File: src/design/ddo_pkg.sv
`default_nettype none
package ddo_pkg;

  localparam int unsigned CntW  = 32;
  localparam int unsigned IdxW  = 2;
  localparam int unsigned CordW = 34;
  localparam int unsigned MulW  = 34;

  localparam logic [IdxW-1:0] REG_LEFT_TICK  = 2'd0;
  localparam logic [IdxW-1:0] REG_RIGHT_TICK = 2'd1;
  localparam logic [IdxW-1:0] REG_TURN_GAIN  = 2'd2;

  localparam logic [31:0] LEFT_TICK_RST  = 32'd52472800;
  localparam logic [31:0] RIGHT_TICK_RST = 32'd52472800;
  localparam logic [31:0] TURN_GAIN_RST  = 32'd30201959;
  localparam logic [CordW-1:0] CORDIC_GAIN = 34'd652032874;

  typedef enum logic [2:0] {
    ST_IDLE, ST_PRE, ST_INIT, ST_ROT, ST_POST, ST_UPD
  } state_e;

  typedef enum logic [2:0] {
    OP_NOP, OP_LOAD, OP_PRE, OP_INIT, OP_ROT, OP_POST, OP_UPD
  } op_e;

  typedef struct packed {
    op_e        op;
    logic [4:0] idx;
  } cmd_t;

  typedef struct packed {
    logic func;
  } sts_t;

  function automatic logic [31:0] atan_bam(input logic [4:0] i);
    logic [31:0] r;
    case (i)
      5'd0:  r = 32'd536870912;
      5'd1:  r = 32'd316933406;
      5'd2:  r = 32'd167458907;
      5'd3:  r = 32'd85004756;
      5'd4:  r = 32'd42667331;
      5'd5:  r = 32'd21354465;
      5'd6:  r = 32'd10679838;
      5'd7:  r = 32'd5340245;
      5'd8:  r = 32'd2670163;
      5'd9:  r = 32'd1335087;
      5'd10: r = 32'd667544;
      5'd11: r = 32'd333772;
      5'd12: r = 32'd166886;
      5'd13: r = 32'd83443;
      5'd14: r = 32'd41722;
      5'd15: r = 32'd20861;
      5'd16: r = 32'd10430;
      5'd17: r = 32'd5215;
      5'd18: r = 32'd2608;
      5'd19: r = 32'd1304;
      5'd20: r = 32'd652;
      5'd21: r = 32'd326;
      5'd22: r = 32'd163;
      5'd23: r = 32'd81;
      5'd24: r = 32'd41;
      5'd25: r = 32'd20;
      5'd26: r = 32'd10;
      5'd27: r = 32'd5;
      5'd28: r = 32'd3;
      5'd29: r = 32'd1;
      5'd30: r = 32'd1;
      default: r = 32'd0;
    endcase
    return r;
  endfunction

endpackage
`default_nettype wire

File: src/design/ddo_ctrl.sv
`default_nettype none
module ddo_ctrl #(
  parameter int unsigned CORDIC_STEPS = 24
) (
  input  wire              clk_i,
  input  wire              rst_ni,
  input  wire              in_valid_i,
  output logic             in_ready_o,
  output logic             out_valid_o,
  input  wire              out_ready_i,
  input  wire ddo_pkg::sts_t sts_i,
  output ddo_pkg::cmd_t    cmd_o
);

  localparam int unsigned CntW = $clog2(CORDIC_STEPS);
  localparam logic [CntW-1:0] CntLast = CntW'(CORDIC_STEPS - 1);
  localparam logic [CntW-1:0] MulLast = CntW'(3);

  ddo_pkg::state_e state_q, state_d;
  logic [CntW-1:0] cnt_q, cnt_d;
  logic            out_valid_q, out_valid_d;
  logic            out_free;

  assign out_free    = !out_valid_q || out_ready_i;
  assign out_valid_o = out_valid_q;

  always_comb begin
    state_d = state_q;
    cnt_d   = cnt_q;
    case (state_q)
      ddo_pkg::ST_IDLE: begin
        if (in_valid_i) begin
          state_d = ddo_pkg::ST_PRE;
          cnt_d   = '0;
        end
      end
      ddo_pkg::ST_PRE: begin
        if (!sts_i.func) begin
          state_d = ddo_pkg::ST_UPD;
        end else if (cnt_q == MulLast) begin
          state_d = ddo_pkg::ST_INIT;
        end else begin
          cnt_d = cnt_q + 1'b1;
        end
      end
      ddo_pkg::ST_INIT: begin
        state_d = ddo_pkg::ST_ROT;
        cnt_d   = '0;
      end
      ddo_pkg::ST_ROT: begin
        if (cnt_q == CntLast) begin
          state_d = ddo_pkg::ST_POST;
          cnt_d   = '0;
        end else begin
          cnt_d = cnt_q + 1'b1;
        end
      end
      ddo_pkg::ST_POST: begin
        if (cnt_q == MulLast) begin
          state_d = ddo_pkg::ST_UPD;
        end else begin
          cnt_d = cnt_q + 1'b1;
        end
      end
      ddo_pkg::ST_UPD: begin
        // hold until the result register is free
        if (out_free) begin
          state_d = ddo_pkg::ST_IDLE;
        end
      end
      default: state_d = ddo_pkg::ST_IDLE;
    endcase
  end

  always_comb begin
    in_ready_o  = 1'b0;
    cmd_o.op    = ddo_pkg::OP_NOP;
    cmd_o.idx   = 5'(cnt_q);
    out_valid_d = out_valid_q && !out_ready_i;
    case (state_q)
      ddo_pkg::ST_IDLE: begin
        in_ready_o = 1'b1;
        if (in_valid_i) cmd_o.op = ddo_pkg::OP_LOAD;
      end
      ddo_pkg::ST_PRE: begin
        if (sts_i.func) cmd_o.op = ddo_pkg::OP_PRE;
      end
      ddo_pkg::ST_INIT: cmd_o.op = ddo_pkg::OP_INIT;
      ddo_pkg::ST_ROT:  cmd_o.op = ddo_pkg::OP_ROT;
      ddo_pkg::ST_POST: cmd_o.op = ddo_pkg::OP_POST;
      ddo_pkg::ST_UPD: begin
        if (out_free) begin
          cmd_o.op    = ddo_pkg::OP_UPD;
          out_valid_d = 1'b1;
        end
      end
      default: cmd_o.op = ddo_pkg::OP_NOP;
    endcase
  end

  always_ff @(posedge clk_i or negedge rst_ni) begin
    if (!rst_ni) begin
      state_q     <= ddo_pkg::ST_IDLE;
      cnt_q       <= '0;
      out_valid_q <= 1'b0;
    end else begin
      state_q     <= state_d;
      cnt_q       <= cnt_d;
      out_valid_q <= out_valid_d;
    end
  end

endmodule
`default_nettype wire

File: config.mk
export PLATFORM = sky130hd
export DESIGN_NAME = ddo_ctrl
export DESIGN_NICKNAME = d
export VERILOG_FILES = /design/src/design/ddo_pkg.sv /design/src/design/ddo_ctrl.sv
export SDC_FILE = /design/constraint.sdc
export NUM_CORES = 1
export LEC_CHECK = 0
export BUFFER_PORTS_ARGS = -buffer_cell sky130_fd_sc_hd__buf_2
export CAP_MARGIN = 20
export CORE_MARGIN = 3
export CORE_UTILIZATION = 50
export CTS_BUF_LIST = sky130_fd_sc_hd__clkbuf_4 sky130_fd_sc_hd__clkbuf_8 sky130_fd_sc_hd__clkbuf_16
export DETAILED_ROUTE_END_ITERATION = 6
export GPL_TIMING_DRIVEN = 1
export PLACE_DENSITY = 0.74
export SYNTH_ARGS = -nofsm -noshare
export SYNTH_HDL_FRONTEND = slang
export SYNTH_SLANG_ARGS = --single-unit
File: constraint.sdc
create_clock -name clk_i -period 2.05 [get_ports clk_i]
set_input_delay 0.205 -clock clk_i [delete_from_list [all_inputs] [get_ports clk_i]]
set_output_delay 0.205 -clock clk_i [all_outputs]
set_load 0.02 [all_outputs]
; ---- After elaboration in Yosys (flattened, before gate mapping)
; Index checks and enable logic that the tools add are counted.
; Widths: inputs -> output; s select.
[totals]
regBits = 9
output_inout_bits = 10
elab_cells = 44
[op_classes]
add_sub_neg = 1
eq_ne = 13
n_mux = 19
reduce_logical = 8
[op_table]
columns = operator, count
row1 = $pmux 3 s6, 2
row2 = $pmux 5 s5, 1
row3 = $mux 3, 7
row4 = $mux 5, 4
row5 = $ne 2x2->1 const B, 5
row6 = $eq 3x2->1 const B, 2
row7 = $eq 3x3->1 const B, 2
row8 = $add 5x1->5 const B, 1
row9 = $eq 5x2->1 const B, 1
row10 = $eq 5x5->1 const B, 1
row11 = $reduce_and 5->1, 1
row12 = $reduce_bool 5->1, 1
row13 = $mux 1, 4
row14 = $eq 3x1->1 const B, 1
row15 = $logic_not 3->1, 1
row16 = $ne 3x3->1 const B, 1
row17 = $reduce_and 3->1, 1
row18 = $logic_not 1->1, 2
row19 = $mux 2, 1
row20 = $logic_and 1x1->1, 1
row21 = $logic_or 1x1->1, 1

; ---- Depth between registers and ports, before layout
[depth]
depth_word = 4
mapped_depth = 5

; ---- Worst setup path after synthesis
; OpenSTA, ideal clock, no wires.
[synth_path]
path_type = register to register
from = register cnt_q[0]
to = register state_q[0]
setup_time_ns = 0.127
arrival_ns = 1.572
setup_slack_ns = 0.351
stages_incl_launch_ff = 6
path_buffers = 0
path_cell_list = dfrtp_1 -> ha_1 -> or4b_4 -> o21ai_1 -> o211a_1 -> o22ai_1
[synth_between]
elab_chain_len = 3
elab_cells_between_ends = 6
classes_between = 5 x eq/ne / 1 x reduce/logical
[synth_rtl]
columns = element, line_no
row1 = "start, declared", ddo_ctrl.sv:20  ; logic [CntW-1:0] cnt_q, cnt_d;
row2 = "start signal, assigned", ddo_ctrl.sv:108  ; cnt_q <= cnt_d;
row3 = $eq 5x2->1 or $eq 5x5->1 (tied branches), "ddo_ctrl.sv:40, ddo_ctrl.sv:59, ddo_ctrl.sv:51"
row4 = $ne 3x3->1 (no line) or $ne 2x2->1 (tied branches), --
row5 = $reduce_and 5->1 (no line) *, --
row6 = "end signal, assigned", ddo_ctrl.sv:103  ; state_q <= ddo_pkg::ST_IDLE;
row7 = "end signal, assigned", ddo_ctrl.sv:107  ; state_q <= state_d;
row8 = "end, declared", ddo_ctrl.sv:19  ; ddo_pkg::state_e state_q, state_d;
; Every way passes the cells marked *; elsewhere a longest branch is shown, timed or not.
; A chain may end at the register's enable or synchronous reset.

==> impl_summary.md <==
Global routing
The initial antenna violation count is 0. The first-pass GRT wire length is 2.470 mm. The total routing resource utilization after global routing is 17.01%. For this run the aggregate overflow at the end of global routing stands at 0.

The pin count of the biggest net entering global routing is 22. The via count of the first global-routing pass is 552.

Outcome
The run finished with clean final reports.

Setup path
The highest-delay cell along the critical path is dfrtp_1. The required time of the worst setup path is 1850 ps. STA classifies the critical path endpoint as a primary output. STA classifies the critical path startpoint as a flop. The worst register-to-register path begins at cnt_q[1]. For the worst setup path, the data arrival time is 1650 ps. The endpoint of the lowest-slack register-to-register path is state_q[0]. The startpoint-to-endpoint class of the critical path is flop to primary output.

Of all nets on the critical path, the largest fanout is 21. In this design, the stage delay of the slowest critical-path cell is 700 ps. The worst register-to-register path has a setup slack of 330 ps. The logic depth of the worst register-to-register path is 5. In this run the number of cells on the critical path is 3. The gate family responsible for the most delay along the worst path is flip-flops. Together, buffers and inverters on the worst path number 1.

Traced cell by cell, the critical path runs through and2b_1, a22o_1, buf_2.

Timing
The number of endpoints with negative hold slack in the final report was 0. The top achievable clock speed is 540.3 MHz. For the finished layout, the period the worst path requires is 1851 ps. The count of final max-slew check failures was 0. Of the available clock period, the critical path in the final layout requires 90.28%. Setup repair after global routing left no endpoint under its margin.

On the final layout, the worst clock skew is 8.132 ps. The sum of negative setup slack is 0 ps. The worst pin sits at a relative slew slack of 62.02%.

The count of endpoints failing setup in the final report is 0. The transition at the pin with the smallest max-transition slack is 569.7 ps.

Synthesis
The sequential cell area fraction in the yosys report is 31.63%. The number of enable flip-flop cells after synthesis is 0. The synthesized flop and latch total is 9. The main combinational cell family by area after synthesis is compound AO/OA/AOI/OAI gates. The warning count from the yosys run is 0.

The simple-gate share of the synthesized area is 22.14%. The most common cell in the netlist is dfrtp_1. Dividing the synthesized area by the synthesized cell count gives 9.012 µm².

Summing every instance area after synthesis gives 711.9 µm². dfrtp_1 takes more of the synthesized area than any other cell. The number of distinct library cell variants in the gate-level netlist after synthesis is 40. After Yosys synthesis, XOR and XNOR cells account for 0% of the synthesized area. The synthesized design devotes to its leading area cell type 31.63% of total area. Of all flip-flops after synthesis, the portion carrying an async set or reset was 100.0%. The adder-cell area share of the yosys netlist is 1.757%. Synthesis produced 79 cells. By area the synthesized netlist is led by dfrtp_1 32%, mux2i_1 4.2%, o2bb2ai_1 3.7%. Among all flip-flop cells after synthesis, the most frequent one is dfrtp_1.

The synthesized netlist devotes 33.74% of its cell area to compound gates. The commonest cells after synthesis are 9 x dfrtp_1, 5 x a21oi_1, 5 x o21ai_0. Of the post-synthesis cell area, the part taken by muxes is 4.218%. The number of nets handed over by synthesis was 85.

Clock network
Clock-pin slew was measured on the worst setup and hold paths at 70 ps. The hold-fix buffer count after cts is 1. In this run the deepest clock path goes through 2 buffers. The total setup buffers inserted after CTS is 0. The clock latency on the worst-skew pair is 260 ps. The root buffer selected by CTS is clkbuf_4. The quantity of gates resized following cts is 0. Buffers inserted during clock tree synthesis total 3. CTS built an H-tree with a depth of 1. TritonCTS built the clock tree. The TritonCTS sink count is 9.

Final layout
In the final layout, the share of cells above drive strength 1 is 28.72%. Fill cells in the final layout number 98. The area growth from synthesis to layout is 14.59%. The diode insertion count for antenna repair is 0. The count of nets after finishing is 101. Summing all non-filler instances in the final layout gives an area of 815.8 µm².

Routing
Dividing the detail-routed wire length by the instance count gives 13.37 µm. The post-detailed-route DRC marker count is 0. Using the TritonRoute via totals, the vias-per-cell ratio works out to 5.815.

The detailed-route via count is 628. In this run the remaining antenna-violating nets after routing total 0. The first-pass detailed-route iteration total is 4. Wires add up to 1.444 mm. The DRC marker count from the first detailed-route iteration is 10.

Floorplanning
The die width is 43.74 µm. The die is 43.74 µm tall. The area inside the core boundary is 0.001216 mm². The die footprint is 0.001913 mm². Once the floorplan was initialized, standard cells occupied 58.54% of the core. The number of I/O pins is 15. The floorplan has 12 rows.

Job
Max-cap violations in this run came to 0.

Pwr
In this run the power density over the cells is 1443 mW/mm². Cell internal power was estimated by the tool at 0.6114 mW. The total leakage power is 0.3891 nW. In this run the power spent charging and discharging nets is 0.5661 mW. The share of total power dissipated in sequential elements is 30.8%. Of the total power, combinational logic draws 56.6%. Across the VDD grid, the largest voltage drop is 860.8 µV. In this run switching power makes up 48.08% of total power. The completed layout was analyzed and its total power is 1.178 mW. Of the total power, the clock network draws 12.6%.

Min path
Along the worst hold path, the cell count comes to 3. The worst hold path begins at out_ready_i. For hold timing, the worst endpoint is out_valid_o. The path type of the worst min-delay path is input port to flop.

Place
Routability-driven placement finished with a final weighted congestion of 0.7537. Summed over all nets, the half-perimeter wirelength after detailed placement is 1.087 mm. Once placement finished, the instance area stood at 775.7 µm². Buffers placed on the I/O ports in this run total 14.
[placed cells by master (no fill, tap or decap), types with 2 or more instances in the layout]
cell type | netlist | final
nor2_1 | 4 | 4
a21o_1 | 2 | 2
nand3_1 | 3 | 3
a21oi_1 | 5 | 5
dfrtp_1 | 9 | 9
inv_1 | 4 | 4
o21ai_0 | 5 | 5
nor2b_1 | 3 | 3
clkbuf_4 | 0 | 4
buf_2 | 1 | 14
mux2i_1 | 3 | 3
nor3_1 | 4 | 4
nand2_1 | 4 | 4
o2bb2ai_1 | 3 | 3
o21bai_1 | 3 | 3
[sequential cells by signal, summed over array words and instances (netlist names)]
| name | flops |
|---|---|
| cnt_q | 5 |
| out_valid_o | 1 |
| state_q | 3 |
[power by group through the flow]
stage | logic, mW | clock network, mW | registers (mW)
2_1_floorplan | 0.595 | 0 | 0.309
3_3_place_gp | 0.663 | 0 | 0.363
3_5_place_dp | 0.667 | 0 | 0.366
4_1_cts | 0.670 | 0.156 | 0.362
5_1_grt | 0.737 | 0.165 | 0.387
6_report | 0.666 | 0.149 | 0.363
[worst max-delay path by stage]
stage | from | end
3_3_place_gp | cnt_q[0] | state_q[0]
3_5_place_dp | cnt_q[0] | state_q[0]
4_1_cts | state_q[2] | cmd_o[6]
6_report | state_q[2] | cmd_o[6]
2_1_floorplan | cnt_q[0] | state_q[0]
5_1_grt | state_q[2] | cmd_o[6]
[area by class of cell]
type / count / area [µm²] / share of cell area (%)
multi-input combinational: 61 / 440.4 / 53.99
sequential: 9 / 225.2 / 27.61
timing repair buffer: 16 / 87.58 / 10.74
clock buffer: 4 / 30.03 / 3.681
tap: 14 / 17.52 / 2.147
inverter: 4 / 15.01 / 1.840
[per-layer routing]
layer	global-route usage [%]	wire [µm]	part of all wire, %	vias to the layer above
met5	0	0	0	-
met4	3.614	8	0.55	0
met3	4.979	71	4.9	2
met2	23.55	619	43	16
met1	25.76	744	52	287
li1	-	-	-	323
[worst register-to-register path: cells and delay by family (launching register included)]
family	cells	cell delay [ps]
adder cells (fa/ha/maj)	1	260
AO/OA/AOI/OAI	3	420
AND/OR/NAND/NOR	1	510
flip-flops	1	400
[cells by family (layout without fill, tap and decap cells)]
kind of cell | Yosys count | count (layout)
multiplexers | 3 | 3
flip-flops | 9 | 9
buffers and inverters | 9 | 24
AND/OR/NAND/NOR | 26 | 26
adder cells (fa/ha/maj) | 1 | 1
AO/OA/AOI/OAI | 31 | 31
[stage by stage]
stage | hold slack [ps] | util [%] | setup slack [ps] | instances
2_1_floorplan | -90.59 | - | 351.3 | 79
3_3_place_gp | 71.00 | 63.79 | 337.8 | 103
3_5_place_dp | 74.24 | 63.79 | 334.0 | 103
4_1_cts | 283.3 | 67.08 | 186.0 | 108
5_1_grt | 306.3 | 67.08 | 74.45 | 108
6_report | 286.2 | 67.08 | 199.3 | 108
No activity file was read; power rests on OpenSTA's default activity.
